### config.mk
export PLATFORM = sky130hd
export DESIGN_NAME = telnet_receive_parser
export DESIGN_NICKNAME = d
export VERILOG_FILES = /design/src/hw/rtl/trp_pkg.sv /design/src/hw/rtl/trp_parser.sv /design/src/hw/rtl/trp_out_fifo.sv /design/src/hw/rtl/telnet_receive_parser.sv
export VERILOG_INCLUDE_DIRS = /design/src /design/src/hw/rtl
export SDC_FILE = /design/constraint.sdc
export NUM_CORES = 1
export LEC_CHECK = 0
export BUFFER_PORTS_ARGS = -buffer_cell sky130_fd_sc_hd__buf_2
export CAP_MARGIN = 20
export CORE_MARGIN = 2
export CORE_UTILIZATION = 34
export CTS_BUF_LIST = sky130_fd_sc_hd__clkbuf_8
export CTS_CLUSTER_SIZE = 40
export DETAILED_ROUTE_END_ITERATION = 12
export PLACE_DENSITY = 0.57
export SLEW_MARGIN = 20
export SYNTH_ARGS = -nofsm -noshare
export SYNTH_HDL_FRONTEND = slang
export SYNTH_SLANG_ARGS = --single-unit
### constraint.sdc
create_clock -name clk -period 6.7 [get_ports clk]
set_input_delay 0.335 -clock clk [delete_from_list [all_inputs] [get_ports clk]]
set_output_delay 0.335 -clock clk [all_outputs]
set_load 0.05 [all_outputs]
### src/hw/rtl/assert_macros.svh
// Assertion helpers for the RTL. Define NO_ASSERTIONS to compile them out.
`ifndef ASSERT_MACROS_SVH
`define ASSERT_MACROS_SVH

`ifndef NO_ASSERTIONS

// cond must hold at every edge outside reset
`define ASSERT_ALWAYS(lbl, clk_s, rst_s, cond, msg) \
  lbl: assert property (@(posedge clk_s) disable iff (rst_s) (cond)) else $error(msg);

// cause in one cycle implies effect in the next
`define ASSERT_NEXT(lbl, clk_s, rst_s, cause, effect, msg) \
  lbl: assert property (@(posedge clk_s) disable iff (rst_s) (cause) |=> (effect)) \
    else $error(msg);

`else

`define ASSERT_ALWAYS(lbl, clk_s, rst_s, cond, msg)
`define ASSERT_NEXT(lbl, clk_s, rst_s, cause, effect, msg)

`endif

`endif

### src/hw/rtl/trp_pkg.sv
package trp_pkg;

  localparam logic [7:0] CH_NUL = 8'h00;
  localparam logic [7:0] CH_LF  = 8'h0a;
  localparam logic [7:0] CH_CR  = 8'h0d;

  localparam logic [7:0] T_SE   = 8'd240;
  localparam logic [7:0] T_BRK  = 8'd243;
  localparam logic [7:0] T_IP   = 8'd244;
  localparam logic [7:0] T_AO   = 8'd245;
  localparam logic [7:0] T_AYT  = 8'd246;
  localparam logic [7:0] T_EC   = 8'd247;
  localparam logic [7:0] T_EL   = 8'd248;
  localparam logic [7:0] T_SB   = 8'd250;
  localparam logic [7:0] T_WILL = 8'd251;
  localparam logic [7:0] T_WONT = 8'd252;
  localparam logic [7:0] T_DO   = 8'd253;
  localparam logic [7:0] T_DONT = 8'd254;
  localparam logic [7:0] T_IAC  = 8'd255;

  localparam logic [2:0] KIND_DATA  = 3'd0;
  localparam logic [2:0] KIND_OPT   = 3'd1;
  localparam logic [2:0] KIND_SBEND = 3'd2;
  localparam logic [2:0] KIND_IP    = 3'd3;
  localparam logic [2:0] KIND_BRK   = 3'd4;
  localparam logic [2:0] KIND_AYT   = 3'd5;

  localparam logic [7:0] REG_ERASE    = 8'd0;
  localparam logic [7:0] REG_KILL     = 8'd1;
  localparam logic [7:0] REG_DISCARD  = 8'd2;
  localparam logic [7:0] REG_DISABLED = 8'd3;

  localparam logic [7:0] ERASE_RESET    = 8'd127;
  localparam logic [7:0] KILL_RESET     = 8'd21;
  localparam logic [7:0] DISCARD_RESET  = 8'd15;
  localparam logic [7:0] DISABLED_RESET = 8'd0;

  // result queue depth; a byte gives at most two results
  localparam int FIFO_DEPTH = 4;
  localparam int PTR_W      = $clog2(FIFO_DEPTH);
  localparam int CNT_W      = $clog2(FIFO_DEPTH + 1);

  typedef enum logic [2:0] {
    MODE_NORMAL  = 3'd0,
    MODE_CR      = 3'd1,
    MODE_IAC     = 3'd2,
    MODE_OPT     = 3'd3,
    MODE_SB_OPT  = 3'd4,
    MODE_SB_DATA = 3'd5,
    MODE_SB_IAC  = 3'd6
  } mode_t;

  typedef struct packed {
    logic [2:0] kind;
    logic [7:0] value;
    logic [7:0] option_code;
    logic       last;
  } res_t;

  typedef struct packed {
    logic [7:0] erase_char;
    logic [7:0] kill_char;
    logic [7:0] discard_char;
    logic [7:0] disabled_code;
  } cfg_t;

  typedef struct packed {
    logic [1:0] count;
    res_t       r0;
    res_t       r1;
  } push_t;

endpackage

### src/hw/rtl/trp_parser.sv
module trp_parser (
  input  logic          clk,
  input  logic          rst,
  input  logic          step,
  input  logic [7:0]    rx_byte,
  input  trp_pkg::cfg_t cfg,
  output trp_pkg::push_t push
);
  import trp_pkg::*;

  mode_t      mode, mode_next;
  logic [7:0] held_command, held_command_next;
  logic [7:0] held_option, held_option_next;
  logic [7:0] ctrl_ch;

  function automatic res_t mk(logic [2:0] k, logic [7:0] v, logic [7:0] o, logic l);
    res_t r;
    r.kind        = k;
    r.value       = v;
    r.option_code = o;
    r.last        = l;
    return r;
  endfunction

  always_ff @(posedge clk) begin
    if (rst) begin
      mode         <= MODE_NORMAL;
      held_command <= '0;
      held_option  <= '0;
    end else if (step) begin
      mode         <= mode_next;
      held_command <= held_command_next;
      held_option  <= held_option_next;
    end
  end

  always_comb begin
    priority if (rx_byte == T_EC) ctrl_ch = cfg.erase_char;
    else if (rx_byte == T_EL)     ctrl_ch = cfg.kill_char;
    else                          ctrl_ch = cfg.discard_char;
  end

  always_comb begin
    mode_next         = MODE_NORMAL;
    held_command_next = held_command;
    held_option_next  = held_option;
    push.count        = 2'd0;
    push.r0           = mk(KIND_DATA, rx_byte, 8'd0, 1'b1);
    push.r1           = mk(KIND_DATA, rx_byte, 8'd0, 1'b1);
    unique case (mode)
      MODE_CR: begin
        push.count = 2'd1;
        if (rx_byte == CH_LF) begin
          push.r0 = mk(KIND_DATA, CH_LF, 8'd0, 1'b1);
        end else if (rx_byte == CH_NUL) begin
          push.r0 = mk(KIND_DATA, CH_CR, 8'd0, 1'b1);
        end else if (rx_byte == T_IAC) begin
          push.r0   = mk(KIND_DATA, CH_CR, 8'd0, 1'b1);
          mode_next = MODE_IAC;
        end else begin
          push.count = 2'd2;
          push.r0    = mk(KIND_DATA, CH_CR, 8'd0, 1'b0);
        end
      end
      MODE_IAC: begin
        unique case (rx_byte)
          T_IAC: push.count = 2'd1;
          T_WILL, T_WONT, T_DO, T_DONT: begin
            held_command_next = rx_byte;
            mode_next         = MODE_OPT;
          end
          T_SB: mode_next = MODE_SB_OPT;
          T_IP: begin
            push.count = 2'd1;
            push.r0    = mk(KIND_IP, 8'd0, 8'd0, 1'b1);
          end
          T_BRK: begin
            push.count = 2'd1;
            push.r0    = mk(KIND_BRK, 8'd0, 8'd0, 1'b1);
          end
          T_AYT: begin
            push.count = 2'd1;
            push.r0    = mk(KIND_AYT, 8'd0, 8'd0, 1'b1);
          end
          T_EC, T_EL, T_AO: begin
            push.count = (ctrl_ch == cfg.disabled_code) ? 2'd0 : 2'd1;
            push.r0    = mk(KIND_DATA, ctrl_ch, 8'd0, 1'b1);
          end
          default: push.count = 2'd0;
        endcase
      end
      MODE_OPT: begin
        push.count = 2'd1;
        push.r0    = mk(KIND_OPT, held_command, rx_byte, 1'b1);
      end
      MODE_SB_OPT: begin
        held_option_next = rx_byte;
        mode_next        = MODE_SB_DATA;
      end
      MODE_SB_DATA: begin
        mode_next = (rx_byte == T_IAC) ? MODE_SB_IAC : MODE_SB_DATA;
      end
      MODE_SB_IAC: begin
        if (rx_byte == T_SE) begin
          push.count = 2'd1;
          push.r0    = mk(KIND_SBEND, 8'd0, held_option, 1'b1);
        end else begin
          mode_next = MODE_SB_DATA;
        end
      end
      default: begin
        // normal mode, and the one unused code
        if (rx_byte == CH_CR)       mode_next = MODE_CR;
        else if (rx_byte == T_IAC)  mode_next = MODE_IAC;
        else                        push.count = 2'd1;
      end
    endcase
    if (!step) push.count = 2'd0;
  end

endmodule

### src/hw/rtl/trp_out_fifo.sv
module trp_out_fifo (
  input  logic           clk,
  input  logic           rst,
  input  trp_pkg::push_t push,
  output logic           room2,
  output logic           out_valid,
  input  logic           out_ready,
  output trp_pkg::res_t  head
);
  import trp_pkg::*;

  res_t             mem [FIFO_DEPTH];
  logic [PTR_W-1:0] wptr, rptr;
  logic [CNT_W-1:0] count;
  logic             pop;
  logic [PTR_W-1:0] wptr_inc;

  assign pop       = out_valid && out_ready;
  assign out_valid = (count != '0);
  assign head      = mem[rptr];
  assign room2     = (count <= CNT_W'(FIFO_DEPTH - 2));
  assign wptr_inc  = wptr + PTR_W'(1);

  always_ff @(posedge clk) begin
    if (push.count != 2'd0) mem[wptr] <= push.r0;
    if (push.count == 2'd2) mem[wptr_inc] <= push.r1;
  end

  always_ff @(posedge clk) begin
    if (rst) begin
      wptr  <= '0;
      rptr  <= '0;
      count <= '0;
    end else begin
      wptr  <= wptr + PTR_W'(push.count);
      if (pop) rptr <= rptr + PTR_W'(1);
      count <= count + CNT_W'(push.count) - CNT_W'(pop);
    end
  end

endmodule

### src/hw/rtl/telnet_receive_parser.sv
// Channel | Direction | Handshake            | Payload
// in      | input     | in_valid / in_ready   | rx_byte
// out     | output    | out_valid / out_ready | kind, value, option_code, last
// cfg     | input     | cfg_valid / cfg_ready | cfg_index, cfg_data
//
// One byte per cycle while two queue entries are free: a byte is held in the
// input register, is parsed in one pass and lands in a four-entry result queue
// at the next edge, and the queue head drives the result beat.
// A byte is parsed only while two queue entries are free; a stalled output
// side holds the input until the queue drains to two entries.
// Reset empties the queue, returns the parser to normal data mode and loads
// the control character registers with their defaults. cfg_ready is always high.
module telnet_receive_parser (
  input  logic       clk,
  input  logic       rst,
  input  logic       in_valid,
  output logic       in_ready,
  input  logic [7:0] rx_byte,
  output logic       out_valid,
  input  logic       out_ready,
  output logic [2:0] kind,
  output logic [7:0] value,
  output logic [7:0] option_code,
  output logic       last,
  input  logic       cfg_valid,
  output logic       cfg_ready,
  input  logic [7:0] cfg_index,
  input  logic [7:0] cfg_data
);
  import trp_pkg::*;
  `include "assert_macros.svh"

  cfg_t       cfg;
  logic       ib_valid;
  logic [7:0] ib_byte;
  logic       room2;
  logic       step;
  push_t      push;
  res_t       head;

  assign cfg_ready = 1'b1;
  assign step      = ib_valid && room2;
  assign in_ready  = !ib_valid || step;

  always_ff @(posedge clk) begin
    if (rst) begin
      cfg.erase_char    <= ERASE_RESET;
      cfg.kill_char     <= KILL_RESET;
      cfg.discard_char  <= DISCARD_RESET;
      cfg.disabled_code <= DISABLED_RESET;
    end else if (cfg_valid) begin
      unique case (cfg_index)
        REG_ERASE:    cfg.erase_char    <= cfg_data;
        REG_KILL:     cfg.kill_char     <= cfg_data;
        REG_DISCARD:  cfg.discard_char  <= cfg_data;
        REG_DISABLED: cfg.disabled_code <= cfg_data;
        default: ;
      endcase
    end
  end

  always_ff @(posedge clk) begin
    if (rst) begin
      ib_valid <= 1'b0;
    end else if (in_ready) begin
      ib_valid <= in_valid;
    end
  end

  always_ff @(posedge clk) begin
    if (in_valid && in_ready) ib_byte <= rx_byte;
  end

  trp_parser u_parser (
    .clk     (clk),
    .rst     (rst),
    .step    (step),
    .rx_byte (ib_byte),
    .cfg     (cfg),
    .push    (push)
  );

  trp_out_fifo u_fifo (
    .clk       (clk),
    .rst       (rst),
    .push      (push),
    .room2     (room2),
    .out_valid (out_valid),
    .out_ready (out_ready),
    .head      (head)
  );

  assign kind        = head.kind;
  assign value       = head.value;
  assign option_code = head.option_code;
  assign last        = head.last;

  `ASSERT_NEXT(a_out_hold, clk, rst, out_valid && !out_ready, out_valid, "result dropped while stalled")
  `ASSERT_ALWAYS(a_kind_range, clk, rst, !out_valid || kind <= KIND_AYT, "kind out of range")
  `ASSERT_ALWAYS(a_opt_zero, clk, rst, !out_valid || kind == KIND_OPT || kind == KIND_SBEND || option_code == 8'd0, "option_code set on non-option result")
  `ASSERT_ALWAYS(a_no_parse_full, clk, rst, !step || room2, "byte parsed without queue room")

endmodule
==> run_results.csv <==
group,metric,value,unit
status,status,"complete, no violations",
timing,max_freq,0.219,GHz
finish,final_nets,737,
setup_path,cp_common_cell,"nand2_1",
finish,diodes,0,
job,max-cap-violations,0,
floorplan,die_area,22100,um2
setup_path,crit_path_max_fanout,18,
clocking,clk_root_buffer_cell,"clkbuf_8",
clocking,htreeDepth,4,
synthesis,synth-seq-cells,149,
routing,via_count,5210,
synthesis,synth_area_leader_cell,"dfxtp_1",
timing,fin_hold_ws,0.0392,ns
synthesis,synth_edf_count,40,
setup_path,worstPathCellList,"nand2_1, or3_1, a31oi_1, xor2_1, nor4_4, a21oi_4, o21bai_2, nand2_1",
global_route,grt_pass1_vias,5037,
synthesis,ys_types,60,
global_route,grt_pass1_wl,28.5,mm
timing,hold_viol_final,0,
synthesis,syn_inst,682,
synthesis,yosys_warnings,0,
synthesis,synthArstFlopShare,0,%
power_and_ir_drop,power.density,291,nW/um2
finish,regArea,3380,um2
timing,fin_skew,0.0152,ns
synthesis,synth_area_leaders,"dfxtp_1 31%, edfxtp_1 17%, mux2i_1 10%",
finish,postLayoutCoreUtil,38.5,%
clocking,clk-insertion-delay-late,0.47,ns
setup_path,critical_path.endpoint_type,"flip-flop",
floorplan,row_count,52,
floorplan,initial_core_util,34.9,%
clocking,cts_sinks,149,
setup_path,cp.required,6.82,ns
timing,min_period_over_period,68.2,%
timing,setup_viol,0,
floorplan,core-area,20400,um2
synthesis,synth_commonest_cells,"109 x dfxtp_1, 75 x nand2_1, 73 x nor2_1",
place,dp_hpwl,12.5,mm
routing,post_drt_wl_per_cell,18.1,um
routing,vias_per_cell,5.28,
timing,layout_setup_ws,2.13,ns
synthesis,synth_fp_nets,716,
setup_path,arrival,4.69,ns
routing,ant_nets,0,
power_and_ir_drop,leakage,3.15,nW
finish,multi_input_area,3430,um2
floorplan,die_x,149,um
setup_path,cpPeakStageDelay,0.84,ns
global_route,grt_use_total,16.9,%
global_route,overflow,0,
place,dp_slack,2.15,ns
clocking,ctsHoldBuffers,0,
synthesis,ys.flop_type,"dfxtp_1",
floorplan,die_h,149,um
place,io_buffers,50,
routing,dr.pass1.iters,7,
clocking,clockBufferDepth,2,
finish,drive_above_1_share,16.6,%
timing,setup-tns-final,0,ns
synthesis,synth_most_common_cell,"dfxtp_1",
timing,fin_crit,4.57,ns
synthesis,seq_area_frac_synth,47.5,%
clocking,clk_pin_slew_worst_paths,0.09,ns
clocking,cts_tree,"done",
setup_path,cpMaxStageDelayCell,"o21bai_2",
timing,worstMarginPinSlew,1.07,ns
global_route,grt_max_degree,61,
clocking,cts_buffers,17,
place,gp_congestion,0.864,
clocking,cts_resized,0,
synthesis,synth_top_cell_area_share,30.6,%
global_route,antenna_found_initial,0,
worst_hold_path,hp-class,"input pin to flip-flop",
setup_path,start_kind,"flip-flop",
synthesis,postSynthAreaPerCell,10.5,um2
clocking,post_cts_buffers,0,
setup_path,crit_type,"flip-flop to flip-flop",
floorplan,ios,52,
routing,drt-initial-drc-count,438,
power_and_ir_drop,ir_worst_vdd,0.137,mV
timing,final_max_slew_viol_count,0,
finish,fill_cells,2045,
routing,wl,17.8,mm
timing,max_slew_margin,28.0,%
routing,route.detailed.drc,0,
timing,rsz0062_at_grt,"false",
finish,area_growth,10.4,%
synthesis,synth_area,7130,um2
[layout by cell type, fill, tap and decap left out, types with 6 or more instances in the layout]
cell type,instances
dfxtp_1,109
nand2_1,75
nor2_1,72
mux2i_1,71
buf_2,50
edfxtp_1,40
a22o_1,20
mux4_2,20
a21oi_1,18
nand3_1,17
clkbuf_8,17
inv_1,16
a211o_1,14
nor4_1,12
a31oi_1,12
nor2b_1,12
a22oi_1,12
xor2_1,11
o21ai_1,9
o22ai_1,9
o21ai_0,8
and2_1,6
xnor2_1,6
inv_6,6
[final timing paths]
path | end | cells past startpoint | slack [ns] | from
worst max-delay path | u_fifo.mem[3][15]$_DFFE_PP_ | 8 | 2.13 | ib_byte[1]$_DFFE_PP_
worst min-delay path | ib_byte[0]$_DFFE_PP_ | 1 | 0.04 | rx_byte[0]
worst max register to register | u_fifo.mem[3][15]$_DFFE_PP_ | 8 | 2.13 | ib_byte[1]$_DFFE_PP_
worst min register to register | u_fifo.mem[1][7]$_SDFFE_PP0N_ | 2 | 0.46 | u_fifo.mem[1][7]$_SDFFE_PP0N_
[routing by layer]
metal	GRT usage [%]	wire (um)	up-vias
li1	-	-	2521
met1	24.3	8610	2506
met2	24.7	7830	160
met3	4.28	999	23
met4	5.90	358	0
met5	0	0	-
[through the flow]
stage          cells  power (mW)  cell area, um2
2_1_floorplan    682        1.47            7130
3_3_place_gp     954        1.60            7470
3_5_place_dp     954        1.60            7470
4_1_cts          986        2.31            7870
5_1_grt          986        2.40            7870
6_report         986        2.29            7870
[cell families after synthesis]
| kind of cell | count (synthesis) | share of synthesized area, % |
|---|---|---|
| simple gates | 226 | 15.3 |
| flops | 149 | 47.5 |
| compound gates | 128 | 13.3 |
| mux | 91 | 16.3 |
| buf+inv | 65 | 4.56 |
| xor+xnor | 17 | 2.09 |
| fa+ha+maj | 5 | 0.983 |
| other cells | 1 | 0.0526 |
[flip-flops by register name, summed over array words and instances, names as in the netlist, 2 cells and up, named ones only]
register,count
u_fifo.mem,80
cfg,32
ib_byte,8
u_parser.held_command,8
u_parser.held_option,8
u_fifo.count,3
u_parser.mode,3
u_fifo.rptr,2
u_fifo.wptr,2
[worst max-delay path: cells and delay by family, from the launching register on]
kind                      cells  cell delay [ns]
AOI/OAI and AO/OA             3             1.30
xor gates and xnor gates      1             0.16
DFF                           1             0.81
and+or+nand+nor               4             1.94
[layout make-up]
cell class / instances / area share, %
clock inverter: 15 / 2.11
timing repair buffer: 52 / 3.37
clock buffer: 17 / 2.97
tap: 270 / 4.29
multi-input combinational: 468 / 43.6
inverter: 15 / 0.715
sequential: 149 / 43.0
[power breakdown]
| part | leakage [nW] | switching (mW) | internal (mW) |
|---|---|---|---|
| Combinational | 1.72 | 0.345 | 0.189 |
| Clock | 0.202 | 0.377 | 0.339 |
| Sequential | 1.23 | 0.0556 | 0.985 |
(Power assumes the default switching activity.)
